**src/rtl/ple_pkg.sv**
```systemverilog
`timescale 1ns / 1ps
// ============================================================================
// ple_pkg: shared types for the positional list engine
// Request, result and cell broadcast structs, plus the operation codes.
// ============================================================================
package ple_pkg;

	typedef enum logic [2:0] {
		OP_INSERT = 3'd0,
		OP_DELETE = 3'd1,
		OP_GET    = 3'd2,
		OP_LOCATE = 3'd3,
		OP_CLEAR  = 3'd4
	} op_e;

	// One request transaction.
	typedef struct packed {
		logic [2:0]         func;
		logic [6:0]         position;
		logic signed [31:0] value;
	} req_t;

	// One result transaction.
	typedef struct packed {
		logic               status;
		logic signed [31:0] data_out;
		logic [6:0]         found_position;
		logic [6:0]         length;
		logic               empty_res;
	} res_t;

	// Broadcast from the controller to every cell of the chain.
	typedef struct packed {
		logic        go;    // a request is accepted this cycle
		logic        ins;   // legal insert, cells shift toward the tail
		logic        del;   // legal delete, cells shift toward the head
		logic        rd;    // delete or get: select the cell at position
		logic        loc;   // locate: flag cells that match value
		logic [6:0]  pos;
		logic [31:0] value;
	} ctrl_t;

endpackage

```
**src/rtl/ple_cell.sv**
```systemverilog
`timescale 1ns / 1ps
// ============================================================================
// ple_cell: one list slot
// Holds one entry, shifts with its neighbors on insert and delete, and
// captures a selection leaf (hit flag and entry) for the reduction tree.
// ============================================================================
module ple_cell #(
	parameter int IDX = 0,
	parameter int CW  = 7
) (
	input  logic               clk,
	input  ple_pkg::ctrl_t     ctrl,
	input  logic [CW-1:0]      count,
	input  logic [31:0]        left_in,
	input  logic [31:0]        right_in,
	output logic [31:0]        entry,
	output logic               leaf_hit,
	output logic [31:0]        leaf_data
);
	import ple_pkg::*;

	localparam int EW = CW + 8;
	localparam logic [EW-1:0] MY_POS = EW'(IDX + 1);

	logic [31:0]   entry_q;
	logic          hit_s1;
	logic [31:0]   data_s1;
	logic [EW-1:0] pos_e;
	logic [EW-1:0] cnt_e;
	logic          hit;

	assign pos_e = EW'(ctrl.pos);
	assign cnt_e = EW'(count);
	assign hit   = (ctrl.rd && (MY_POS == pos_e)) ||
	               (ctrl.loc && (MY_POS <= cnt_e) && (entry_q == ctrl.value));

	always_ff @(posedge clk) begin
		if (ctrl.ins) begin
			if (MY_POS == pos_e) begin
				entry_q <= ctrl.value;
			end else if (MY_POS > pos_e) begin
				entry_q <= left_in;
			end
		end else if (ctrl.del && (MY_POS >= pos_e)) begin
			entry_q <= right_in;
		end
		// The leaf sees the entry as it was before any shift.
		if (ctrl.go) begin
			hit_s1  <= hit;
			data_s1 <= entry_q;
		end
	end

	assign entry     = entry_q;
	assign leaf_hit  = hit_s1;
	assign leaf_data = data_s1;

endmodule

```
**config.mk**
```make
export PLATFORM = sky130hd
export DESIGN_NAME = ple_cell
export DESIGN_NICKNAME = d
export VERILOG_FILES = /design/src/rtl/ple_pkg.sv /design/src/rtl/ple_cell.sv
export SDC_FILE = /design/constraint.sdc
export NUM_CORES = 1
export LEC_CHECK = 0
export BUFFER_PORTS_ARGS = -buffer_cell sky130_fd_sc_hd__buf_4
export CAP_MARGIN = 20
export CORE_MARGIN = 2
export CORE_UTILIZATION = 47
export CTS_CLUSTER_SIZE = 10
export DETAILED_ROUTE_END_ITERATION = 12
export PLACE_DENSITY = 0.89
export SETUP_SLACK_MARGIN = 0.2
export SYNTH_ARGS = -nofsm -noshare
export SYNTH_HDL_FRONTEND = slang
export SYNTH_SLANG_ARGS = --single-unit
```
**constraint.sdc**
```tcl
create_clock -name clk -period 3.3 [get_ports clk]
set_clock_uncertainty 0.1 [all_clocks]
set_input_delay 0.66 -clock clk [delete_from_list [all_inputs] [get_ports clk]]
set_output_delay 0.66 -clock clk [all_outputs]
set_load 0.01 [all_outputs]
```
==> results.md, run 1 <==
| Quantity | This run | Unit |
| --- | --- | --- |
| Outcome | finished clean | - |
| Weighted congestion at the end of routability-driven global placement | 0.766 | - |
| Clk_lat worst skew | 0.32 | ns |
| Startpoint-to-endpoint class of the critical path | input port to flop | - |
| Worst min-delay path startpoint | entry[27] | - |
| Leading cell types in the layout, fill and taps excluded | sky130_fd_sc_hd__buf_4 (182), sky130_fd_sc_hd__edfxtp_1 (65), sky130_fd_sc_hd__nor2_1 (33), sky130_fd_sc_hd__mux2i_1 (32), sky130_fd_sc_hd__a21oi_1 (32) | - |
| H-tree Lvls | 3 | - |
| # clock sinks | 65 | - |
| Post-Synthesis Cells | 225 | - |
| Pin count of the biggest net entering global routing | 35 | - |
| Final Hold Viols | 0 | - |
| TritonCTS clock tree | yes | - |
| Post-route clock period utilization | 0.665 | - |
| Required time of the worst setup path | 3.26 | ns |
| Fill cell instance count of the final layout | 455 | - |
| Leading cell type in the layout, fill and taps excluded | sky130_fd_sc_hd__buf_4 | - |
| Post-route antenna net violation count | 0 | - |
| Post-synth top area share | 0.639 | - |
| Class of the worst hold path | flop to flop | - |
| Buffer levels on the longest clock path | 2 | - |
| Internal reg-to-reg setup slack | 1.49 | ns |
| Core region area | 6310 | um^2 |
| Ratio of cells with drive above 1 in the final layout | 0.475 | - |
| GRT Overall Usage | 0.229 | - |
| Tightest Pin Transition | 0.651 | ns |
| #FFs+latches synth | 65 | - |
| Number of iterations in the first detailed-routing pass | 4 | - |
| Maximum frequency from static timing analysis | 0.456 | GHz |
| Initial core utilization | 0.484 | - |
| Number of nets in the synthesized netlist | 341 | - |
| Post-CTS Setup Bufs | 0 | - |
| Number of cells upsized or downsized after cts | 0 | - |
| Wire length of the first global-routing pass | 12600 | um |
| Final routed DRC violation total | 0 | - |
| Final Power | 1730 | uW |
| Dominant cell type by area after synthesis | sky130_fd_sc_hd__edfxtp_1 | - |
| DR iter-0 viols | 133 | - |
| Number of port buffers | 180 | - |
| Area used by sequential logic in the layout | 1950 | um^2 |
| Final net count | 524 | - |
| Final Max Tran Viols | 0 | - |
| Cell leakage power | 0.00219 | uW |
| Peak fanout along the critical path | 33 | - |
| Initial antenna violation count | 0 | - |
| Setup repair after global routing missed its margin | false | - |
| Ant diodes | 0 | - |
| Post-Route WL | 8370 | um |
| Distinct cell type count after synthesis | 23 | - |
| Critical Path End Type | flop | - |
| Synth area leaders | sky130_fd_sc_hd__edfxtp_1 (64%), sky130_fd_sc_hd__mux2i_1 (10%), sky130_fd_sc_hd__xor2_1 (7.7%) | - |
| Area growth from synthesis to layout | 51.0 | % |
| Number of setup violations in the final report | 0 | - |
| Worst VDD drop | 0.252 | mV |
| Half-perimeter wire length after detailed placement | 6210 | um |
| Worst setup SP type | input port | - |
| Vias | 2558 | - |
| Final setup TNS | 0 | ns |
| Die ar. | 7160 | um^2 |
| Clock transition at the registers of the reported paths | 0.07 | ns |
| Height of the die | 84.6 | um |
| Vias in the first global route | 2636 | - |
| Avg Cell Area, Syn | 13.6 | um^2 |
| Portion of the post-synthesis area used by sequential elements | 0.639 | - |
| Global-route congestion overflow total | 0 | - |
| Yosys warning count | 0 | - |
| Time the final worst path needs with I/O delays and setup | 2.19 | ns |
| Reg-to-reg critical path startpoint | entry[8] | - |
| Standard-cell row count | 29 | - |
| CTS root buffer | sky130_fd_sc_hd__clkbuf_8 | - |
| Power per standard cell area | 375 | nW/um^2 |
| Area taken by multi-input logic gates | 1030 | um^2 |
| Worst slew margin relative to its limit | 0.566 | - |
| Post-synth design cell area | 3050 | um^2 |
| Post-cts hold buffer count | 0 | - |
| I/O pins | 181 | - |
| Launch point of the critical path | ctrl[33] | - |
| Wire length per cell after detailed routing | 17.1 | um |
| Number of violations of the max-capacitance limit | 0 | - |
| Vias per Instance | 5.22 | - |
| Die extent in x | 84.6 | um |
| Cts bufs inserted | 9 | - |
| Arrival time of the worst setup path | 2.15 | ns |
flip-flops by register name (all words and copies together) (netlist names):
signal     count
entry         32
leaf_data     32
leaf_hit       1
final cells by class:
class | instances | share of cell area
Tap cell | 77 | 0.0209
Multi-Input combinational cell | 146 | 0.223
Sequential cell | 65 | 0.423
Clock buffer | 11 | 0.0285
Clock inverter | 5 | 0.00488
Inverter | 4 | 0.00326
Timing Repair Buffer | 182 | 0.296
worst max-delay path, stage by stage:
cell and delay (ns):
sky130_fd_sc_hd__buf_4 0.12, sky130_fd_sc_hd__nor4_4 0.33, sky130_fd_sc_hd__nand3_4 0.54, sky130_fd_sc_hd__mux2i_1 0.39, sky130_fd_sc_hd__a21oi_1 0.10
worst paths after layout:
kind / endpoint / depth (start not counted)
max: entry[25] / 5
min: leaf_data[27] / 0
max reg2reg: leaf_hit / 4
min reg2reg: leaf_data[27] / 0
cell usage after synthesis:
cell type and n:
sky130_fd_sc_hd__inv_1 4, sky130_fd_sc_hd__o211a_1 1, sky130_fd_sc_hd__or4_1 1, sky130_fd_sc_hd__nand2b_1 1
sky130_fd_sc_hd__nand3_4 1, sky130_fd_sc_hd__nand4bb_1 1, sky130_fd_sc_hd__nand4_1 1, sky130_fd_sc_hd__edfxtp_1 65
sky130_fd_sc_hd__nor4_1 7, sky130_fd_sc_hd__o2111a_1 1, sky130_fd_sc_hd__buf_6 3, sky130_fd_sc_hd__a222oi_1 1
sky130_fd_sc_hd__nor3_1 1, sky130_fd_sc_hd__clkbuf_1 7, sky130_fd_sc_hd__xor2_1 27, sky130_fd_sc_hd__nor4_4 1
sky130_fd_sc_hd__a21oi_1 32, sky130_fd_sc_hd__xnor2_1 2, sky130_fd_sc_hd__mux2i_1 32, sky130_fd_sc_hd__o32ai_1 1
sky130_fd_sc_hd__nand3_1 1, sky130_fd_sc_hd__o21ai_0 1, sky130_fd_sc_hd__nor2_1 33
report_power, final:
group / switching (uW) / internal, uW
clock: 289 / 264
combinational: 97.5 / 140
sequential: 7.15 / 928
per-layer routing:
metal | GRT usage | vias up | wire length [um]
li1 | - | 1207 | -
met1 | 0.255 | 1203 | 3030
met2 | 0.421 | 134 | 4490
met3 | 0.0570 | 14 | 693
met4 | 0.0866 | 0 | 150
met5 | 0 | - | 0
kinds of logic (layout without fill, tap and decap cells):
kind of cell / Yosys count / after routing / synth area share
multiplexers: 32 / 32 / 0.105
AND/OR/NAND/NOR: 48 / 48 / 0.0811
buffers and inverters: 14 / 202 / 0.0246
AO/OA/AOI/OAI: 37 / 37 / 0.0672
flip-flops: 65 / 65 / 0.639
XOR/XNOR: 29 / 29 / 0.0832
metrics by stage:
| step | worst slack [ns] | area [um^2] | util | std cells | hold slack [ns] |
|---|---|---|---|---|---|
| final | 1.11 | 4610 | 0.730 | 490 | 0.395 |
| after global routing | 1.07 | 4610 | 0.730 | 490 | 0.399 |
| after CTS | 1.10 | 4610 | 0.730 | 490 | 0.387 |
| after detailed placement | 0.754 | 4460 | 0.706 | 474 | 0.370 |
| after global placement | 0.875 | 4460 | 0.706 | 474 | 0.375 |
| after floorplan | 1.04 | 3050 | - | 225 | 0.420 |
Note: power is estimated with default switching activity, not from simulation.
==> run 2, diff against run 1 <==
- CORE_UTILIZATION: 47 -> 39
- PLACE_DENSITY: 0.89 -> 0.79
- clock period: 3.3 -> 1.9 ns (I/O delays scaled with it)
==> results.md, run 2 (synthesized netlist as in run 1, its figures left out) <==
| Quantity | This run | Unit |
| --- | --- | --- |
| Outcome | finished clean | - |
| TritonCTS clock tree | yes | - |
| I/O pins | 181 | - |
| Die extent in x | 92.5 | um |
| Number of setup violations in the final report | 0 | - |
| Cell leakage power | 0.00224 | uW |
| Endpoint of the most critical register-to-register path | leaf_hit | - |
| Length of routed met2 wiring | 4240 | um |
| Worst VDD drop | 0.324 | mV |
| Final Power | 2980 | uW |
| Final instance area | 4770 | um^2 |
| Total placed instance area | 4590 | um^2 |
| Leading cell type in the layout, fill and taps excluded | sky130_fd_sc_hd__buf_4 | - |
| Last element of the critical path | leaf_hit | - |
| Wire length per cell after detailed routing | 15.7 | um |
| Class of the worst hold path | input port to flop | - |
| Global-route congestion overflow total | 0 | - |
| Final net count | 529 | - |
| Area growth from synthesis to layout | 56.0 | % |
| Vias per Instance | 4.83 | - |
| Final Max Tran Viols | 0 | - |
| Core region area | 7650 | um^2 |
| CTS root buffer | sky130_fd_sc_hd__clkbuf_8 | - |
| Post-cts hold buffer count | 0 | - |
| Arrival time of the worst setup path | 1.80 | ns |
| Height of the die | 92.5 | um |
| Vias | 2506 | - |
| Time the final worst path needs with I/O delays and setup | 1.74 | ns |
| Buffer levels on the longest clock path | 2 | - |
| Pin count of the biggest net entering global routing | 39 | - |
| Internal reg-to-reg setup slack | 0.16 | ns |
| Startpoint-to-endpoint class of the critical path | flop to flop | - |
| Worst slew margin relative to its limit | 0.683 | - |
| Reg-to-reg critical path startpoint | entry[7] | - |
| Final routed DRC violation total | 0 | - |
| Initial antenna violation count | 0 | - |
| Clock transition at the registers of the reported paths | 0.07 | ns |
| Critical Path End Type | flop | - |
| Post-route clock period utilization | 0.917 | - |
| Depth of the worst register-to-register path | 5 | - |
| Power per standard cell area | 624 | nW/um^2 |
| Standard-cell row count | 32 | - |
| Routed metal-1 wirelength | 3080 | um |
| Maximum frequency from static timing analysis | 0.574 | GHz |
| Number of port buffers | 180 | - |
| Clk_lat worst skew | 0.33 | ns |
| Number of violations of the max-capacitance limit | 0 | - |
| Launch point of the critical path | entry[7] | - |
| Vias in the first global route | 2703 | - |
| Setup repair after global routing missed its margin | true | - |
| Required time of the worst setup path | 1.96 | ns |
| Weighted congestion at the end of routability-driven global placement | 0.837 | - |
| Half-perimeter wire length after detailed placement | 6260 | um |
| Fraction of the core area covered by cells at the end of the flow | 0.623 | - |
| DR iter-0 viols | 53 | - |
| Number of iterations in the first detailed-routing pass | 4 | - |
| Initial core utilization | 0.399 | - |
| Ratio of cells with drive above 1 in the final layout | 0.492 | - |
| Worst setup SP type | flop | - |
| # clock sinks | 65 | - |
| Post-route antenna net violation count | 0 | - |
| H-tree Lvls | 3 | - |
| Fill cell instance count of the final layout | 601 | - |
| Peak fanout along the critical path | 3 | - |
| Tightest Pin Transition | 0.475 | ns |
| Instance count after placement with tap cells included | 503 | - |
| Hold slack final | 0.268 | ns |
| Cts bufs inserted | 9 | - |
| Top Layer Used | met4 | - |
| Leading cell types in the layout, fill and taps excluded | sky130_fd_sc_hd__buf_4 (182), sky130_fd_sc_hd__edfxtp_1 (65), sky130_fd_sc_hd__nor2_1 (33), sky130_fd_sc_hd__mux2i_1 (32), sky130_fd_sc_hd__a21oi_1 (32) | - |
| Final Hold Viols | 0 | - |
| GRT Overall Usage | 0.192 | - |
| Wire length on met3 | 642 | um |
| Ant diodes | 0 | - |
| Die ar. | 8560 | um^2 |
| Count of placed standard cells in the final layout, fillers left out | 519 | - |
| Post-Route WL | 8130 | um |
| Wire length of the first global-routing pass | 12600 | um |
-- run 2: area by class of cell --
| class | count | area [um^2] | area share |
|---|---|---|---|
| inverters | 4 | 15.0 | 0.00315 |
| multi-input cells | 146 | 1050 | 0.221 |
| repair buffers | 187 | 1470 | 0.308 |
| flip-flops and latches | 65 | 1950 | 0.410 |
| well taps | 102 | 128 | 0.0268 |
| clock buffers | 9 | 124 | 0.0260 |
| clock inverters | 6 | 26.3 | 0.00551 |
-- run 2: timing repair --
| action | in CTS | in global routing |
|---|---|---|
| endpoints found under the hold margin | 0 | 0 |
| endpoints found under the setup margin | 1 | 1 |
| gates resized for setup | 2 | 1 |
| setup buffers | 1 | 0 |
| pin swaps | 2 | 0 |
| gates cloned | 0 | 0 |
-- run 2: per-layer routing --
metal  vias up  global-route usage
met2       108               0.349
li1       1217                   -
met1      1166               0.217
met5         -                   0
met3        15              0.0456
met4         0              0.0734
-- run 2: power breakdown --
part	internal (uW)	switching (uW)
registers	1610	12.3
clock network	445	484
logic	251	173
-- run 2: worst max-delay path, stage by stage (launching register included) --
cell and delay, ns:
sky130_fd_sc_hd__edfxtp_1 0.42, sky130_fd_sc_hd__xor2_1 0.17, sky130_fd_sc_hd__nor4_2 0.32, sky130_fd_sc_hd__buf_4 0.16, sky130_fd_sc_hd__nand4_1 0.15, sky130_fd_sc_hd__o32ai_2 0.24
-- run 2: worst min path at each step --
stage	slack [ns]	cells after the start	from	to
2_1_floorplan	0.39	0	ctrl[43]	leaf_data[0]
3_3_place_gp	0.37	0	entry[17]	leaf_data[17]
3_5_place_dp	0.36	0	entry[17]	leaf_data[17]
4_1_cts	0.25	3	right_in[19]	entry[19]
5_1_grt	0.27	3	right_in[16]	entry[16]
6_report	0.27	3	right_in[22]	entry[22]
-- run 2: metrics by stage --
stage	setup TNS, ns	setup WS (ns)
after floorplan	0	0.272
after global placement	-0.0479	-0.0479
after detailed placement	-0.0971	-0.0971
after CTS	0	0.134
after global routing	0	0.0517
final	0	0.158
